--- config.mk ---
export PLATFORM = sky130hd
export DESIGN_NAME = hsl_hsv_to_rgb_convert_core
export DESIGN_NICKNAME = d
export VERILOG_FILES = /design/src/rtl/hslc_pkg.sv /design/src/rtl/hsl_hsv_to_rgb_convert_core.sv
export SDC_FILE = /design/constraint.sdc
export NUM_CORES = 2
export LEC_CHECK = 0
export BUFFER_PORTS_ARGS = -buffer_cell sky130_fd_sc_hd__buf_2
export CELL_PAD_IN_SITES_DETAIL_PLACEMENT = 1
export CELL_PAD_IN_SITES_GLOBAL_PLACEMENT = 2
export CORE_ASPECT_RATIO = 0.7
export CORE_MARGIN = 8
export CORE_UTILIZATION = 48
export DETAILED_ROUTE_END_ITERATION = 6
export GPL_ROUTABILITY_DRIVEN = 0
export PLACE_DENSITY_LB_ADDON = 0.1
export SLEW_MARGIN = 20
export SYNTH_ARGS = -nofsm -noshare
export SYNTH_HDL_FRONTEND = slang
export SYNTH_SLANG_ARGS = --single-unit
--- constraint.sdc ---
create_clock -name clock -period 18.96 [get_ports clock]
set_clock_uncertainty 0.2 [all_clocks]
set_input_delay 1.896 -clock clock [delete_from_list [all_inputs] [get_ports clock]]
set_output_delay 1.896 -clock clock [all_outputs]
set_load 0.02 [all_outputs]
--- src/rtl/hslc_pkg.sv ---
// Shared types, codes and the sector lookup of the HSL/HSV to RGB converter.
// No dependencies; used by the core and its checker.
package hslc_pkg;

   localparam int HUE_W    = 16;
   localparam int NUM_CHAN = 3;
   localparam int NUM_STG  = 8;

   typedef enum logic {
      MODEL_HSL = 1'b0,
      MODEL_HSV = 1'b1
   } model_type;

   typedef enum logic [1:0] {
      SEL_ZERO = 2'd0,
      SEL_X    = 2'd1,
      SEL_C    = 2'd2
   } comp_sel_type;

   typedef logic [2:0] sector_type;
   typedef logic [1:0] chan_type;

   localparam chan_type CHAN_RED   = 2'd0;
   localparam chan_type CHAN_GREEN = 2'd1;
   localparam chan_type CHAN_BLUE  = 2'd2;

   // Component placed on a channel for a given 60 degree sector.
   function automatic comp_sel_type comp_sel(input sector_type sector, input chan_type ch);
      comp_sel_type sel_r;
      comp_sel_type sel_g;
      comp_sel_type sel_b;
      comp_sel_type res;
      case (sector)
         3'd0: begin
            sel_r = SEL_C;    sel_g = SEL_X;    sel_b = SEL_ZERO;
         end
         3'd1: begin
            sel_r = SEL_X;    sel_g = SEL_C;    sel_b = SEL_ZERO;
         end
         3'd2: begin
            sel_r = SEL_ZERO; sel_g = SEL_C;    sel_b = SEL_X;
         end
         3'd3: begin
            sel_r = SEL_ZERO; sel_g = SEL_X;    sel_b = SEL_C;
         end
         3'd4: begin
            sel_r = SEL_X;    sel_g = SEL_ZERO; sel_b = SEL_C;
         end
         default: begin
            sel_r = SEL_C;    sel_g = SEL_ZERO; sel_b = SEL_X;
         end
      endcase
      case (ch)
         CHAN_RED:   res = sel_r;
         CHAN_GREEN: res = sel_g;
         CHAN_BLUE:  res = sel_b;
         default:    res = SEL_ZERO;
      endcase
      return res;
   endfunction

endpackage

--- src/rtl/hsl_hsv_to_rgb_convert_core.sv ---
// Each accepted request reaches its result through eight register stages.
// Throughput: one request per cycle; a stalled output fills empty stages before backpressure.
// The multipliers are the chroma, hue reciprocal, two scaling, X term and per-channel output divide products.
// Reset clears the stage valid bits only; data registers are not reset.
// Top level of the HSL/HSV to RGB converter; depends on hslc_pkg.
module hsl_hsv_to_rgb_convert_core
   import hslc_pkg::*;
#(
   parameter int CHANNEL_FRAC_BITS = 12,
   parameter int HUE_FRAC_BITS     = 4
) (
   input  logic                           clock,
   input  logic                           reset,
   input  logic                           req_valid,
   output logic                           req_ready,
   input  logic                           req_type,
   input  logic signed [HUE_W-1:0]        req_hue,
   input  logic [CHANNEL_FRAC_BITS:0]     req_saturation,
   input  logic [CHANNEL_FRAC_BITS:0]     req_light_or_value,
   input  logic [CHANNEL_FRAC_BITS:0]     req_alpha_in,
   output logic                           rsp_valid,
   input  logic                           rsp_ready,
   output logic [CHANNEL_FRAC_BITS:0]     rsp_red,
   output logic [CHANNEL_FRAC_BITS:0]     rsp_green,
   output logic [CHANNEL_FRAC_BITS:0]     rsp_blue,
   output logic [CHANNEL_FRAC_BITS:0]     rsp_alpha_out
);

   localparam int F        = CHANNEL_FRAC_BITS;
   localparam int CW       = F + 1;
   localparam int ONE      = 1 << F;
   localparam int HUE_FULL = 360 << HUE_FRAC_BITS;
   localparam int SECT     = 60 << HUE_FRAC_BITS;
   localparam int HUE_OFS  = ((32768 + HUE_FULL - 1) / HUE_FULL) * HUE_FULL;
   localparam int HUW      = $clog2(HUE_OFS + 32768);
   localparam int HPW      = $clog2(HUE_FULL);
   localparam int HQ_SH    = HUW + HPW;
   localparam int HQ_MW    = HUW + 2;
   localparam int HQ_PW    = HUW + HQ_MW;
   localparam int QW       = HQ_PW - HQ_SH;
   localparam longint HQ_M = ((longint'(1) << HQ_SH) + HUE_FULL - 1) / HUE_FULL;
   localparam int KW       = $clog2(SECT + 1);
   localparam int CAW      = F + 3;
   localparam int CNW      = 2 * F + 4;
   localparam int TW       = 2 * F + 6;
   localparam int VW       = 2 * F + HUE_FRAC_BITS + 13;
   localparam int XPW      = CNW + KW + 2;
   localparam int RSH      = F + 1 + HUE_FRAC_BITS;
   localparam int YFW      = VW - RSH;
   localparam int YLIM     = 60 * (ONE + 1);
   localparam int YW       = $clog2(YLIM);
   localparam int YQ_SH    = YW + 6;
   localparam int YQ_MW    = YW + 2;
   localparam int YPW      = YW + YQ_MW;
   localparam longint YQ_M = ((longint'(1) << YQ_SH) + 59) / 60;
   localparam longint RND  = longint'(SECT) * longint'(ONE);

   localparam logic signed [VW-1:0] SECT_V = VW'(SECT);
   localparam logic signed [VW-1:0] RND_V  = VW'(RND);

   logic [NUM_STG-1:0] vld_ff;
   logic [NUM_STG-1:0] stg_en;
   logic [CW-1:0]      alpha_ff [NUM_STG];

   // Stage 1: hue offset, chroma numerator.
   logic [HUW-1:0]           s1_hu_ff, s1_hu_in;
   logic signed [CNW-1:0]    s1_cnum_ff, s1_cnum_in;
   logic [CW-1:0]            s1_lv_ff;
   logic                     s1_hsv_ff, s1_hsv_in;
   logic signed [CAW-1:0]    lv_ext, d2, d_abs, ca;
   // Stage 2: hue turn count, offset term.
   logic [QW-1:0]            s2_q_ff, s2_q_in;
   logic [HUW-1:0]           s2_hu_ff;
   logic signed [TW-1:0]     s2_t_ff, s2_t_in;
   logic signed [CNW-1:0]    s2_cnum_ff;
   logic [HQ_PW-1:0]         hq_prod;
   // Stage 3: wrapped hue, scaled offset and chroma.
   logic [HPW-1:0]           s3_w_ff, s3_w_in;
   logic [HUW-1:0]           w_full;
   logic signed [VW-1:0]     s3_pt_ff, s3_pt_in, s3_cp_ff, s3_cp_in;
   logic signed [CNW-1:0]    s3_cnum_ff;
   // Stage 4: sector and in-sector weight.
   sector_type               s4_sec_ff, s4_sec_in;
   logic [KW-1:0]            s4_k_ff, s4_k_in;
   logic [HPW-1:0]           r_w;
   logic signed [VW-1:0]     s4_pt_ff, s4_cp_ff;
   logic signed [CNW-1:0]    s4_cnum_ff;
   // Stage 5: secondary component.
   sector_type               s5_sec_ff;
   logic signed [XPW-1:0]    s5_xp_ff, s5_xp_in;
   logic signed [VW-1:0]     s5_pt_ff, s5_cp_ff;
   // Stage 6 to 8: per-channel sum, rounding, divide by sixty and saturation.
   logic signed [VW-1:0]     s6_v_ff  [NUM_CHAN];
   logic signed [VW-1:0]     s6_v_in  [NUM_CHAN];
   logic                     s7_neg_ff [NUM_CHAN];
   logic                     s7_big_ff [NUM_CHAN];
   logic [YW-1:0]            s7_y_ff  [NUM_CHAN];
   logic                     s7_big_in [NUM_CHAN];
   logic [YW-1:0]            s7_y_in  [NUM_CHAN];
   logic signed [VW-1:0]     vr       [NUM_CHAN];
   logic [YFW-1:0]           y_full   [NUM_CHAN];
   logic [YPW-1:0]           yq_prod  [NUM_CHAN];
   logic [CW-1:0]            s8_chan_ff [NUM_CHAN];
   logic [CW-1:0]            s8_chan_in [NUM_CHAN];

   always_comb begin
      stg_en[NUM_STG-1] = !vld_ff[NUM_STG-1] || rsp_ready;
      for (int i = NUM_STG - 2; i >= 0; i--) begin
         stg_en[i] = !vld_ff[i] || stg_en[i+1];
      end
   end

   assign req_ready = stg_en[0];
   assign rsp_valid = vld_ff[NUM_STG-1];

   always_ff @(posedge clock) begin
      if (reset) begin
         vld_ff <= '0;
      end else begin
         if (stg_en[0]) begin
            vld_ff[0] <= req_valid;
         end
         for (int i = 1; i < NUM_STG; i++) begin
            if (stg_en[i]) begin
               vld_ff[i] <= vld_ff[i-1];
            end
         end
      end
   end

   always_ff @(posedge clock) begin
      if (stg_en[0]) begin
         alpha_ff[0] <= req_alpha_in;
      end
      for (int i = 1; i < NUM_STG; i++) begin
         if (stg_en[i]) begin
            alpha_ff[i] <= alpha_ff[i-1];
         end
      end
   end

   // Stage 1
   always_comb begin
      s1_hsv_in  = (req_type == MODEL_HSV);
      s1_hu_in   = HUW'(int'(req_hue) + HUE_OFS);
      lv_ext     = $signed({2'b00, req_light_or_value});
      d2         = (lv_ext <<< 1) - CAW'(ONE);
      d_abs      = d2[CAW-1] ? -d2 : d2;
      ca         = s1_hsv_in ? lv_ext : (CAW'(ONE) - d_abs);
      s1_cnum_in = CNW'(ca) * CNW'($signed({1'b0, req_saturation}));
   end

   always_ff @(posedge clock) begin
      if (stg_en[0]) begin
         s1_hu_ff   <= s1_hu_in;
         s1_cnum_ff <= s1_cnum_in;
         s1_lv_ff   <= req_light_or_value;
         s1_hsv_ff  <= s1_hsv_in;
      end
   end

   // Stage 2
   always_comb begin
      hq_prod = HQ_PW'(s1_hu_ff) * HQ_PW'(HQ_M);
      s2_q_in = hq_prod[HQ_PW-1:HQ_SH];
      s2_t_in = (TW'($signed({1'b0, s1_lv_ff})) <<< (F + 1))
              - (s1_hsv_ff ? (TW'(s1_cnum_ff) <<< 1) : TW'(s1_cnum_ff));
   end

   always_ff @(posedge clock) begin
      if (stg_en[1]) begin
         s2_q_ff    <= s2_q_in;
         s2_hu_ff   <= s1_hu_ff;
         s2_t_ff    <= s2_t_in;
         s2_cnum_ff <= s1_cnum_ff;
      end
   end

   // Stage 3
   always_comb begin
      w_full   = s2_hu_ff - HUW'(int'(s2_q_ff) * HUE_FULL);
      s3_w_in  = w_full[HPW-1:0];
      s3_pt_in = VW'(s2_t_ff) * SECT_V;
      s3_cp_in = (VW'(s2_cnum_ff) * SECT_V) <<< 1;
   end

   always_ff @(posedge clock) begin
      if (stg_en[2]) begin
         s3_w_ff    <= s3_w_in;
         s3_pt_ff   <= s3_pt_in;
         s3_cp_ff   <= s3_cp_in;
         s3_cnum_ff <= s2_cnum_ff;
      end
   end

   // Stage 4
   always_comb begin
      s4_sec_in = '0;
      for (int j = 1; j < 6; j++) begin
         if (s3_w_ff >= HPW'(j * SECT)) begin
            s4_sec_in = s4_sec_in + 3'd1;
         end
      end
      r_w     = s3_w_ff - HPW'(int'(s4_sec_in) * SECT);
      s4_k_in = s4_sec_in[0] ? KW'(SECT - int'(r_w)) : KW'(r_w);
   end

   always_ff @(posedge clock) begin
      if (stg_en[3]) begin
         s4_sec_ff  <= s4_sec_in;
         s4_k_ff    <= s4_k_in;
         s4_pt_ff   <= s3_pt_ff;
         s4_cp_ff   <= s3_cp_ff;
         s4_cnum_ff <= s3_cnum_ff;
      end
   end

   // Stage 5
   assign s5_xp_in = XPW'(s4_cnum_ff) * $signed(XPW'({s4_k_ff, 1'b0}));

   always_ff @(posedge clock) begin
      if (stg_en[4]) begin
         s5_sec_ff <= s4_sec_ff;
         s5_xp_ff  <= s5_xp_in;
         s5_pt_ff  <= s4_pt_ff;
         s5_cp_ff  <= s4_cp_ff;
      end
   end

   // Stage 6
   always_comb begin
      for (int ch = 0; ch < NUM_CHAN; ch++) begin
         case (comp_sel(s5_sec_ff, chan_type'(ch)))
            SEL_C:   s6_v_in[ch] = s5_pt_ff + s5_cp_ff;
            SEL_X:   s6_v_in[ch] = s5_pt_ff + VW'(s5_xp_ff);
            default: s6_v_in[ch] = s5_pt_ff;
         endcase
      end
   end

   always_ff @(posedge clock) begin
      if (stg_en[5]) begin
         s6_v_ff <= s6_v_in;
      end
   end

   // Stage 7
   always_comb begin
      for (int ch = 0; ch < NUM_CHAN; ch++) begin
         vr[ch]        = s6_v_ff[ch] + RND_V;
         y_full[ch]    = vr[ch][VW-1:RSH];
         s7_big_in[ch] = (y_full[ch] >= YFW'(YLIM));
         s7_y_in[ch]   = y_full[ch][YW-1:0];
      end
   end

   always_ff @(posedge clock) begin
      if (stg_en[6]) begin
         for (int ch = 0; ch < NUM_CHAN; ch++) begin
            s7_neg_ff[ch] <= s6_v_ff[ch][VW-1];
            s7_big_ff[ch] <= s7_big_in[ch];
            s7_y_ff[ch]   <= s7_y_in[ch];
         end
      end
   end

   // Stage 8
   always_comb begin
      for (int ch = 0; ch < NUM_CHAN; ch++) begin
         yq_prod[ch] = YPW'(s7_y_ff[ch]) * YPW'(YQ_M);
         if (s7_neg_ff[ch]) begin
            s8_chan_in[ch] = '0;
         end else if (s7_big_ff[ch]) begin
            s8_chan_in[ch] = CW'(ONE);
         end else begin
            s8_chan_in[ch] = yq_prod[ch][YQ_SH+CW-1:YQ_SH];
         end
      end
   end

   always_ff @(posedge clock) begin
      if (stg_en[7]) begin
         s8_chan_ff <= s8_chan_in;
      end
   end

   assign rsp_red       = s8_chan_ff[CHAN_RED];
   assign rsp_green     = s8_chan_ff[CHAN_GREEN];
   assign rsp_blue      = s8_chan_ff[CHAN_BLUE];
   assign rsp_alpha_out = alpha_ff[NUM_STG-1];

endmodule

# Word-level counts from Yosys, hierarchy flattened
# Memories as Yosys holds them, arrays and structs flattened.
# Index checks and enable logic that the tools add are counted.
# totals
regBits	636
mem_bits_rw	164
in_bits	60
output_inout_bits	54
word_cells	147
mem_count	4
# mem_list
name	words	width	rd	rd_ports_with_merged_regs	write_ports	line_no	source
alpha_ff	8	13	8	0	8	hsl_hsv_to_rgb_convert_core.sv:63	logic [CW-1:0] alpha_ff [NUM_STG];
s7_y_ff	3	18	3	0	3	hsl_hsv_to_rgb_convert_core.sv:97	logic [YW-1:0] s7_y_ff [NUM_CHAN];
s7_big_ff	3	1	3	0	3	hsl_hsv_to_rgb_convert_core.sv:96	logic s7_big_ff [NUM_CHAN];
s7_neg_ff	3	1	3	0	3	hsl_hsv_to_rgb_convert_core.sv:95	logic s7_neg_ff [NUM_CHAN];
# classes
addsub	17
mul	10
magnitude_cmp	8
eq_ne	10
n_mux	34
n_reduce_logical	26
# ops
cell	n
41-bit case mux with 2 select lines	3
41-bit by 23-bit adder with 41-bit output, second input constant	3
18-bit by 19-bit multiplier with 37-bit output, second input constant	3
24-bit by 18-bit >= comparator with 1-bit output, second input constant	3
41-bit by 40-bit adder with 41-bit output	1
41-bit adder	1
28-bit by 11-bit multiplier with 39-bit output	1
13-bit two-way mux	3
30-bit by 5-bit multiplier with 35-bit output, second input constant	1
17-bit by 17-bit multiplier with 34-bit output, second input constant	1
28-bit by 5-bit multiplier with 33-bit output, second input constant	1
15-bit two-way mux	2
27-bit by 29-bit subtractor with 30-bit output	1
15-bit by 14-bit multiplier with 28-bit output	1
28-bit two-way mux	1
13-bit by 12-bit >= comparator with 1-bit output, second input constant	2
2-bit OR reduction	9
16-bit by 17-bit adder with 17-bit output, second input constant	1
1-bit two-way mux	17
15-bit negation	1
14-bit by 13-bit subtractor with 15-bit output, second input constant	1
14-bit by 15-bit subtractor with 15-bit output, first input constant	1
13-bit by 10-bit >= comparator with 1-bit output, second input constant	1
13-bit by 11-bit >= comparator with 1-bit output, second input constant	1
other kinds (18)	45

# Longest topological paths before layout
# logic_depth
depth_word	14
mapped_depth	35
mapped_depth_nobuf	34

# Least setup slack after synthesis
# OpenSTA, ideal clock, no wires.
# synth_path
path_kind	in2reg
start	in req_light_or_value[0]
end	reg s1_cnum_ff[26] (data pin)
setup_ps	258
arrival_time_ps	9063
t_required_ps	18502
path_slack_ps	9439
path_stages	30
path_buffers	1
cell_sequence	inv_1 > ha_1 > or4_1 > mux2i_1 > a32o_1 > o211ai_1 > o31ai_2 > a21oi_1 > nor3b_2 > buf_2 > nand2_1 > fa_1 > fa_1 > inv_1 > fa_1 > fa_1 > fa_1 > inv_1 > fa_1 > inv_1 > ha_1 > o21a_1 > o21ai_0 > o22a_1 > o2111ai_1 > a31o_1 > a21o_1 > a21o_1 > a21oi_1 > xnor2_1
# synth_between
elab_chain_len	6
# synth_rtl
element	line_no	source
start: declaration	hsl_hsv_to_rgb_convert_core.sv:19	input logic [CHANNEL_FRAC_BITS:0] req_light_or_value,
14-bit by 13-bit subtractor with 15-bit output	hsl_hsv_to_rgb_convert_core.sv:147	d2 = (lv_ext <<< 1) - CAW'(ONE);
15-bit negation	hsl_hsv_to_rgb_convert_core.sv:148	d_abs = d2[CAW-1] ? -d2 : d2;
15-bit two-way mux	hsl_hsv_to_rgb_convert_core.sv:148	
14-bit by 15-bit subtractor with 15-bit output	hsl_hsv_to_rgb_convert_core.sv:149	ca = s1_hsv_in ? lv_ext : (CAW'(ONE) - d_abs);
15-bit two-way mux (*)	hsl_hsv_to_rgb_convert_core.sv:149	
15-bit by 14-bit multiplier with 28-bit output (*)	hsl_hsv_to_rgb_convert_core.sv:150	s1_cnum_in = CNW'(ca) * CNW'($signed({1'b0, req_saturation}));
net s1_cnum_in[26]	hsl_hsv_to_rgb_convert_core.sv:67	logic signed [CNW-1:0] s1_cnum_ff, s1_cnum_in;
end signal: assignment	hsl_hsv_to_rgb_convert_core.sv:156	s1_cnum_ff <= s1_cnum_in;
end: declaration	hsl_hsv_to_rgb_convert_core.sv:67	
# The timed path passes the listed nets; every way through them passes the cells marked *.
# A chain may end at the register's enable or synchronous reset.

# Worst setup path after layout
# Same ends and word-level chain as after synthesis.

==> flow_summary.json <==
{
  "setup_slack_ns": 8.56,
  "setup_viol": 0,
  "drc": 0,
  "ys_warn_count": 0,
  "status": "finished, final reports clean",
  "cp-start-kind": "primary input",
  "synth_ff_type": "edfxtp_1",
  "crit_path_top_delay_cell": "nor3b_2",
  "synth-seq-cells": 739,
  "hold_viol_final": 0,
  "hold_path.class": "reg -> reg",
  "min_from": "alpha_ff[0][27]",
  "hold_path_end": "alpha_ff[0][40]",
  "crit_required_ns": 19.17,
  "grt_remaining_overflow": 0,
  "critPathMaxFanout": 19,
  "grt_use_met1_pct": 31.5,
  "critical-path-max-stage-delay_ns": 0.73,
  "crit_family": "adder cells",
  "cts-resized-gates": 0,
  "cts_max_level": 3,
  "clkTransAtPathRegs_ns": 0.06,
  "grt_pass1_vias": 48300,
  "fin_crit_sh_pct": 54.8,
  "clock_latency_ns": 0.70,
  "grtUsageTotal_pct": 22.0,
  "drtIter0Drc": 2269,
  "via_count": 43200,
  "dpl.hpwl_mm": 135,
  "post_synth_num_cell_types": 98,
  "nFillCells": 14800,
  "ys_seq_area_share_pct": 32.8,
  "num_rows": 115,
  "fp.dieArea_mm2": 0.153,
  "async_reset_ff_share_pct": 0,
  "die_height_um": 330,
  "cpMostUsedCell": "fa_1",
  "core-area_mm2": 0.140,
  "seq_area_mm2": 0.0221,
  "synth_edf_count": 731,
  "critPathBufInv": 6,
  "grt.busiest_layer": "met2",
  "io_buffer_count": 113,
  "worst_pin_slew_ns": 1.21,
  "cts_tree": "built",
  "rr_endpoint": "s5_xp_ff[39]",
  "cts_buffer_depth": 3,
  "numCtsBuffers": 81,
  "reg2reg_slack_ns": 12.00,
  "synth_area_mm2": 0.0675,
  "pre_cts_slack_ns": 7.88,
  "antenna_found_initial": 8,
  "syn_avg_cell_area_um2": 11.1,
  "crit_type": "in -> reg",
  "cts_hold_buf": 0,
  "wire_per_inst_um": 20.5,
  "wl_mm": 166,
  "multi_input_area_mm2": 0.0405,
  "drive_above_1_share_pct": 5.50,
  "critPathArrivalTime_ns": 10.61,
  "holdPathStages": 0,
  "final_antenna_net_count": 0,
  "met3_usage_pct": 3.51,
  "via_per_inst": 5.33,
  "synth_fp_nets": 7716,
  "fmax_ghz": 0.0962,
  "critPathCaptureType": "register",
  "start_util_pct": 48.2,
  "clkSinkCount": 739,
  "rsz0062_at_grt": "no",
  "r2r_start": "s4_k_ff[7]",
  "postCtsSetupRepairBufs": 0,
  "io_pins": 114,
  "timing.final.crit_period_ns": 10.40,
  "clockRootBuffer": "clkbuf_16",
  "grt_pass1_wl_mm": 268,
  "drt_pre_antenna_iters": 5,
  "nNetsFinal": 7805,
  "maxCapViolations": 0,
  "maxSlewHeadroom_pct": 18.7,
  "maxSlewViolCount": 0,
  "netlist_instances": 6070,
  "die_w_um": 464,
  "use_met2_pct": 35.2,
  "reg2reg_depth": 18,
  "grt_max_degree": 88,
  "fin_setup_tns_ns": 0,
  "area_growth_syn_to_layout_pct": 7.96
}
==> cell usage after synthesis (9+ instances only) <==
cell type,instances,area (µm²)
o21a_1,37,278
o22ai_1,20,125
nor2b_1,34,213
or2_2,12,75.1
o21ai_1,23,115
and3_1,44,275
inv_1,1148,4310
o21ai_0,131,656
mux2i_1,24,240
and4_1,9,78.8
nand2_1,424,1590
buf_1,15,56.3
a21o_1,105,788
and2_1,247,1550
ha_1,841,10500
nand3_1,71,355
a31oi_1,21,131
fa_1,745,14900
xor2_1,128,1120
or3_1,11,68.8
a2111oi_0,11,96.3
buf_4,13,97.6
edfxtp_1,731,22000
o211ai_1,10,75.1
nand4_1,45,282
xnor2_1,221,1940
clkbuf_1,103,387
a211oi_1,22,165
mux2_2,10,113
o21bai_1,29,218
nor3b_1,11,82.6
nor2_1,235,882
nand2b_1,37,231
nor4_1,12,75.1
o31ai_1,21,158
nor3_1,68,340
a22oi_1,31,233
a21oi_1,203,1020
==> logic make-up (layout without fill, tap and decap cells) <==
group / count (synthesis) / in the layout / share of synthesized area (%)
adders and majority gates: 1586 / 1586 / 37.7
and+or+nand+nor: 1288 / 1288 / 9.40
buffers and inverters: 1286 / 1439 / 7.24
AOI/OAI and AO/OA: 788 / 788 / 7.84
DFF: 739 / 739 / 32.8
xor gates and xnor gates: 349 / 349 / 4.53
muxes: 34 / 34 / 0.523
other: 0 / 1 / 0
==> metrics by stage <==
stage	instances	instance area [µm²]	hold WS [ns]	utilization, %
after detailed placement	7944	70000	0.205	50.0
after global routing	8096	72800	0.209	52.0
final	8096	72800	0.202	52.0
after floorplan	6070	67500	0.200	-
after global placement	7944	70000	0.200	50.0
after CTS	8091	72800	0.197	52.0
==> per-layer routing <==
layer,share of wire [%],vias up,wire length [µm]
met2,44,737,73900
met4,2.3,2,3860
met5,0.012,-,20
met1,49,21800,81000
met3,4.4,196,7290
li1,-,20400,-
==> sequential cells by signal (all words and copies together) (netlist names), 33 cells and up <==
name	cells
s5_cp_ff	33
s5_xp_ff	34
s6_v_ff	72
alpha_ff	104
s4_pt_ff	35
s7_y_ff	54
s3_pt_ff	35
s5_pt_ff	35
==> how the worst max path moves through the flow <==
stage | startpoint | end | slack [ns] | cells after the start
after floorplan | req_light_or_value[0] | s1_cnum_ff[26] | 9.44 | 30
after detailed placement | req_light_or_value[0] | s1_cnum_ff[26] | 7.88 | 31
after global placement | req_light_or_value[0] | s1_cnum_ff[26] | 8.03 | 31
after global routing | req_light_or_value[0] | s1_cnum_ff[26] | 8.08 | 31
after CTS | req_light_or_value[0] | s1_cnum_ff[26] | 8.62 | 31
final | req_light_or_value[0] | s1_cnum_ff[26] | 8.56 | 31
==> cell usage in the layout, fill, tap and decap left out, types with 128 or more instances in the layout <==
cell	n
a21oi_1	203
and2_1	247
edfxtp_1	731
fa_1	745
ha_1	841
inv_1	1145
nand2_1	422
nor2_1	234
o21ai_0	131
xnor2_1	221
xor2_1	128
==> cell type report <==
| class | instances | share of cell area (%) |
|---|---|---|
| multi-input combinational | 4045 | 55.6 |
| tap | 1872 | 3.22 |
| clock inverter | 53 | 0.812 |
| clock buffer | 94 | 2.94 |
| timing repair buffer | 144 | 1.15 |
| antenna | 1 | 0.00344 |
| sequential | 739 | 30.4 |
| inverter | 1148 | 5.92 |
Power is not shown: default switching activity piles up to over one toggle a cycle in this logic, so the estimate is an artifact.
